[src/rtl/core/assert_macros.svh]
// Assertion macros shared by the alias table builder modules.
`ifndef ASSERT_MACROS_SVH
`define ASSERT_MACROS_SVH

// Same-cycle implication, checked on every clock edge outside reset.
`define AST_IMPLIES(label, ante, cons, msg) \
    label: assert property (@(posedge clk) disable iff (!rst_n) (ante) |-> (cons)) \
        else $error(msg);

// Next-cycle implication, checked on every clock edge outside reset.
`define AST_NEXT(label, ante, cons, msg) \
    label: assert property (@(posedge clk) disable iff (!rst_n) (ante) |=> (cons)) \
        else $error(msg);

`endif

[src/rtl/core/atb_pkg.sv]
// Package with the constants, codes and types of the alias table builder.
`timescale 1ns / 1ps

package atb_pkg;

    // Table size and derived widths.
    localparam int MAX_ENTRIES = 4096;
    localparam int IDX_W       = $clog2(MAX_ENTRIES);
    localparam int CNT_W       = IDX_W + 1;

    // Field widths of the words on the ports.
    localparam int OPCODE_W = 2;
    localparam int INDEX_W  = 12;
    localparam int WEIGHT_W = 52;
    localparam int FRAC_W   = 32;
    localparam int PROB_W   = 32;
    localparam int CFG_W    = 13;
    localparam int S_DATA_W = 72;
    localparam int M_DATA_W = 48;

    // Reset value of the entry count register.
    localparam logic [CFG_W-1:0] ENTRY_COUNT_RESET = CFG_W'(4096);

    // Operation codes.
    localparam logic [OPCODE_W-1:0] OP_LOAD  = 2'd0;
    localparam logic [OPCODE_W-1:0] OP_BUILD = 2'd1;
    localparam logic [OPCODE_W-1:0] OP_READ  = 2'd2;

    // Build sequencer states.
    typedef enum logic [3:0] {
        ST_IDLE,
        ST_SPLIT_RD,
        ST_SPLIT_WR,
        ST_PAIR_IDX,
        ST_PAIR_WT,
        ST_PAIR_UPD,
        ST_LARGE_RD,
        ST_LARGE_WR,
        ST_SMALL_RD,
        ST_SMALL_WR
    } atb_state_t;

    // Commands from the sequencer to the datapath.
    typedef struct packed {
        logic start;
        logic split_rd;
        logic split_push;
        logic pair_idx_rd;
        logic pair_wt_rd;
        logic pair_upd;
        logic large_rd;
        logic large_wr;
        logic small_rd;
        logic small_wr;
    } atb_cmd_t;

    // Status from the datapath to the sequencer.
    typedef struct packed {
        logic split_done;
        logic pair_go;
        logic lg_stack_empty;
        logic sm_stack_empty;
    } atb_status_t;

    // One alias table entry.
    typedef struct packed {
        logic             full;
        logic [IDX_W-1:0] alias_idx;
        logic [PROB_W-1:0] prob;
    } atb_entry_t;

endpackage

[src/rtl/core/atb_ctrl.sv]
// Build sequencer of the alias table builder.
`timescale 1ns / 1ps
`include "assert_macros.svh"

module atb_ctrl (
    input  logic                clk,
    input  logic                rst_n,
    input  logic                build_go,
    input  atb_pkg::atb_status_t status,
    output atb_pkg::atb_cmd_t    cmd,
    output logic                idle
);
    import atb_pkg::*;

    atb_state_t state_reg;
    atb_state_t state_next;

    // State register.
    always_ff @(posedge clk or negedge rst_n)
    begin
        if (!rst_n)
        begin
            state_reg <= ST_IDLE;
        end
        else
        begin
            state_reg <= state_next;
        end
    end

    // Next state and commands.
    always_comb
    begin
        state_next = state_reg;
        cmd        = '0;
        case (state_reg)
            ST_IDLE:
            begin
                if (build_go)
                begin
                    cmd.start  = 1'b1;
                    state_next = ST_SPLIT_RD;
                end
            end
            ST_SPLIT_RD:
            begin
                if (status.split_done)
                begin
                    state_next = ST_PAIR_IDX;
                end
                else
                begin
                    cmd.split_rd = 1'b1;
                    state_next   = ST_SPLIT_WR;
                end
            end
            ST_SPLIT_WR:
            begin
                cmd.split_push = 1'b1;
                state_next     = ST_SPLIT_RD;
            end
            ST_PAIR_IDX:
            begin
                if (status.pair_go)
                begin
                    cmd.pair_idx_rd = 1'b1;
                    state_next      = ST_PAIR_WT;
                end
                else
                begin
                    state_next = ST_LARGE_RD;
                end
            end
            ST_PAIR_WT:
            begin
                cmd.pair_wt_rd = 1'b1;
                state_next     = ST_PAIR_UPD;
            end
            ST_PAIR_UPD:
            begin
                cmd.pair_upd = 1'b1;
                state_next   = ST_PAIR_IDX;
            end
            ST_LARGE_RD:
            begin
                if (status.lg_stack_empty)
                begin
                    state_next = ST_SMALL_RD;
                end
                else
                begin
                    cmd.large_rd = 1'b1;
                    state_next   = ST_LARGE_WR;
                end
            end
            ST_LARGE_WR:
            begin
                cmd.large_wr = 1'b1;
                state_next   = ST_LARGE_RD;
            end
            ST_SMALL_RD:
            begin
                if (status.sm_stack_empty)
                begin
                    state_next = ST_IDLE;
                end
                else
                begin
                    cmd.small_rd = 1'b1;
                    state_next   = ST_SMALL_WR;
                end
            end
            ST_SMALL_WR:
            begin
                cmd.small_wr = 1'b1;
                state_next   = ST_SMALL_RD;
            end
            default:
            begin
                state_next = ST_IDLE;
            end
        endcase
    end

    assign idle = (state_reg == ST_IDLE);

    // The sequencer only leaves idle for a build.
    `AST_NEXT(a_idle_holds, (state_reg == ST_IDLE) && !build_go, state_reg == ST_IDLE,
              "sequencer left idle without a build")
    // At most one datapath command per cycle.
    `AST_IMPLIES(a_cmd_onehot, 1'b1, $onehot0(cmd), "more than one command at once")

endmodule

[config.mk]
export PLATFORM = sky130hd
export DESIGN_NAME = atb_ctrl
export DESIGN_NICKNAME = d
export VERILOG_FILES = /design/src/rtl/core/atb_pkg.sv /design/src/rtl/core/atb_ctrl.sv
export VERILOG_INCLUDE_DIRS = /design/src /design/src/rtl/core
export SDC_FILE = /design/constraint.sdc
export NUM_CORES = 1
export LEC_CHECK = 0
export BUFFER_PORTS_ARGS = -buffer_cell sky130_fd_sc_hd__buf_4
export CAP_MARGIN = 40
export CELL_PAD_IN_SITES_DETAIL_PLACEMENT = 0
export CELL_PAD_IN_SITES_GLOBAL_PLACEMENT = 1
export CORE_AREA = 3 3 40 42
export DETAILED_ROUTE_END_ITERATION = 16
export DIE_AREA = 0 0 43 45
export PLACE_DENSITY_LB_ADDON = 0.2
export SLEW_MARGIN = 20
export SYNTH_ARGS = -nofsm -noshare
export SYNTH_HDL_FRONTEND = slang
export SYNTH_SLANG_ARGS = --single-unit
[constraint.sdc]
create_clock -name clk -period 3.04 [get_ports clk]
set_clock_uncertainty 0.2 [all_clocks]
set_input_delay 0.608 -clock clk [delete_from_list [all_inputs] [get_ports clk]]
set_output_delay 0.608 -clock clk [all_outputs]
set_load 0.005 [all_outputs]
==> impl_metrics.yaml <==
pwr:
  peakVddDrop_mv: 0.3917
  p_leak_uw: 0.0002481
  powerDensity_nw_per_um2: 891.8
global_route:
  grt_pass1_wl_um: 1476
  antenna_found_initial: 0
  grt_max_degree: 13
  track_usage: 0.1035
  grt_overflow_total: 0
  first_global_vias: 364
synthesis:
  synth.area.top_cells: "dfrtp_1, nor3_1, a21o_1"
  synth.largest_area_cell: "dfrtp_1"
  yosysMostFrequentCell: "nor3_1"
  syn-num-nets: 50
  synth_top_flop_cell: "dfrtp_1"
  yosys.cell_types.count: 19
  async_flop_share: 1.000
  ys_seq_area_frac: 0.3101
  avgSynthCellArea_um2: 7.507
  synth_warnings: 0
  synth-edff-count: 0
  synthesis.instances: 43
  synthTopCellsByCount: "nor3_1, dfrtp_1, nand2_1, nor2_1"
  syn_area_um2: 322.8
  ys_ff_latch: 4
  synth.top_cell.area_share: 0.3101
worst_setup_path:
  crit_required_ns: 2.23
  cp_max_fo: 12
  worst_setup_path_start_kind: "flip-flop"
  slowest_delay_ns: 0.49
  critPathSlowestCell: "dfrtp_1"
  cp.arrival_ns: 1.45
  cp-end-kind: "output pin"
  criticalPathCategory: "reg -> out"
  crit_chain: "nor4_1 > and2_1 > buf_4"
floorplanning:
  core-area_um2: 1285
  num_io_pins: 18
  placementRows: 13
  die_x_um: 43
  fp.dieH_um: 45
  start_util: 0.2512
  die_area_um2: 1935
cts:
  root_buffer: "clkbuf_4"
  cts_tree: "built"
  cts_buffers: 3
  cts_buffer_depth: 2
  cts.clk_slew.worst_paths_ns: 0.04
  cts.repair.resized: 0
  htreeDepth: 1
  insertion_delay_ns: 0.23
  numClockSinks: 4
detailed_routing:
  vias: 361
  drc: 0
  via_per_inst: 4.813
  antenna_left: 0
  routed_wl_um: 872
  wl_per_cell_um: 11.63
  drtIter0Drc: 10
  drtPass1Iterations: 4
timing:
  finalCritPeriodShare: 0.7411
  final-setup-viol-count: 0
  rsz0062_at_grt: "no"
  fmax_mhz: 443.9
  hold_viol_final: 0
  worstMarginPinSlew_ns: 0.3961
  drv_slew: 0
  slew_headroom: 0.7335
  timing.final.crit_period_ns: 2.253
  fin_tns_setup_ns: 0
place:
  io_buffer_count: 17
  postPlaceCellArea_um2: 442.9
  dp_hpwl_um: 650.4
  gp_congestion: 0.6876
finish:
  fillers: 155
  n_antenna_cell: 0
  largest_reg_flops: 4
  drive_gt1_frac: 0.3333
  final_nets: 69
  final_cell_area_um2: 475.5
  area_delta_synth_final_pct: 47.29
min_path:
  hold_class: "in -> reg"
run_status:
  status: "finished, final reports clean"
job:
  maxCapViolations: 0
[what timing repair did]
| action | CTS | global route |
|---|---|---|
| hold endpoints to repair | 4 | 0 |
| hold buffers | 1 | 0 |
| setup buffers | 0 | 0 |
[stage by stage]
stage | worst slack [ns] | hold WS, ns | cells | total power (uW) | util
after floorplan | 1.158 | 0.1124 | 43 | 288.9 | -
after global placement | 1.059 | 0.2066 | 71 | 364.3 | 0.3447
after detailed placement | 1.024 | 0.2055 | 71 | 361.7 | 0.3447
after CTS | 0.7733 | 0.4328 | 75 | 430.5 | 0.3700
after global routing | 0.6502 | 0.4228 | 75 | 470.7 | 0.3700
final | 0.7870 | 0.4331 | 75 | 424.0 | 0.3700
[cells in the final DEF, fill, tap and decap left out]
master,n
buf_4,17
nor3_1,5
nand2_1,4
nor2_1,4
dfrtp_1,4
nand2b_1,3
nor4_1,3
a21o_1,3
clkbuf_4,3
inv_1,2
a21oi_1,2
nor2b_1,2
or2b_1,1
nor4b_1,1
and2_1,1
or3_1,1
o21bai_1,1
a222oi_1,1
o21ai_0,1
dlygate4sd3_1,1
[routing by layer]
metal / vias up / wire length (um) / global-route usage
met5: - / 0 / 0
met4: 0 / 0 / 0.01807
met3: 0 / 73 / 0.06375
met2: 13 / 392 / 0.1647
met1: 164 / 406 / 0.1214
li1: 184 / - / -
[cell families after synthesis]
group	after synthesis	synth area share
DFF	4	0.3101
buffers and inverters	6	0.1046
AOI/OAI and AO/OA	8	0.1705
and+or+nand+nor	25	0.4147
[layout make-up]
cell class	instances	area, um^2	area share
clock buffer	3	22.52	0.04737
inverter	2	7.507	0.01579
multi-input combinational	33	188.9	0.3974
sequential	4	100.1	0.2105
tap	15	18.77	0.03947
timing repair buffer	18	137.6	0.2895
[final timing paths]
path | from | to | slack [ns] | cells past startpoint
max in group asynchronous | rst_n | state_reg[3] | 2.02 | 2
worst min-delay path | status[1] | state_reg[3] | 0.43 | 2
worst max register to register | state_reg[0] | state_reg[0] | 1.53 | 2
worst min register to register | state_reg[3] | state_reg[1] | 0.44 | 1
min in group asynchronous | rst_n | state_reg[2] | 0.51 | 2
worst max-delay path | state_reg[0] | cmd[9] | 0.79 | 3
[where the power goes]
part	total (uW)	internal (uW)	switching, uW
Sequential	149	78.8	70.2
Combinational	211	121	89.9
Clock	63.9	44.0	19.9
Total	424	244	180
[worst max-delay path, delay by kind of cell (launching register included)]
kind                   cells  cell delay (ns)
and+or+nand+nor            2             0.62
buffers and inverters      1             0.10
DFF                        1             0.49
Note: power is estimated with default switching activity, not from simulation.
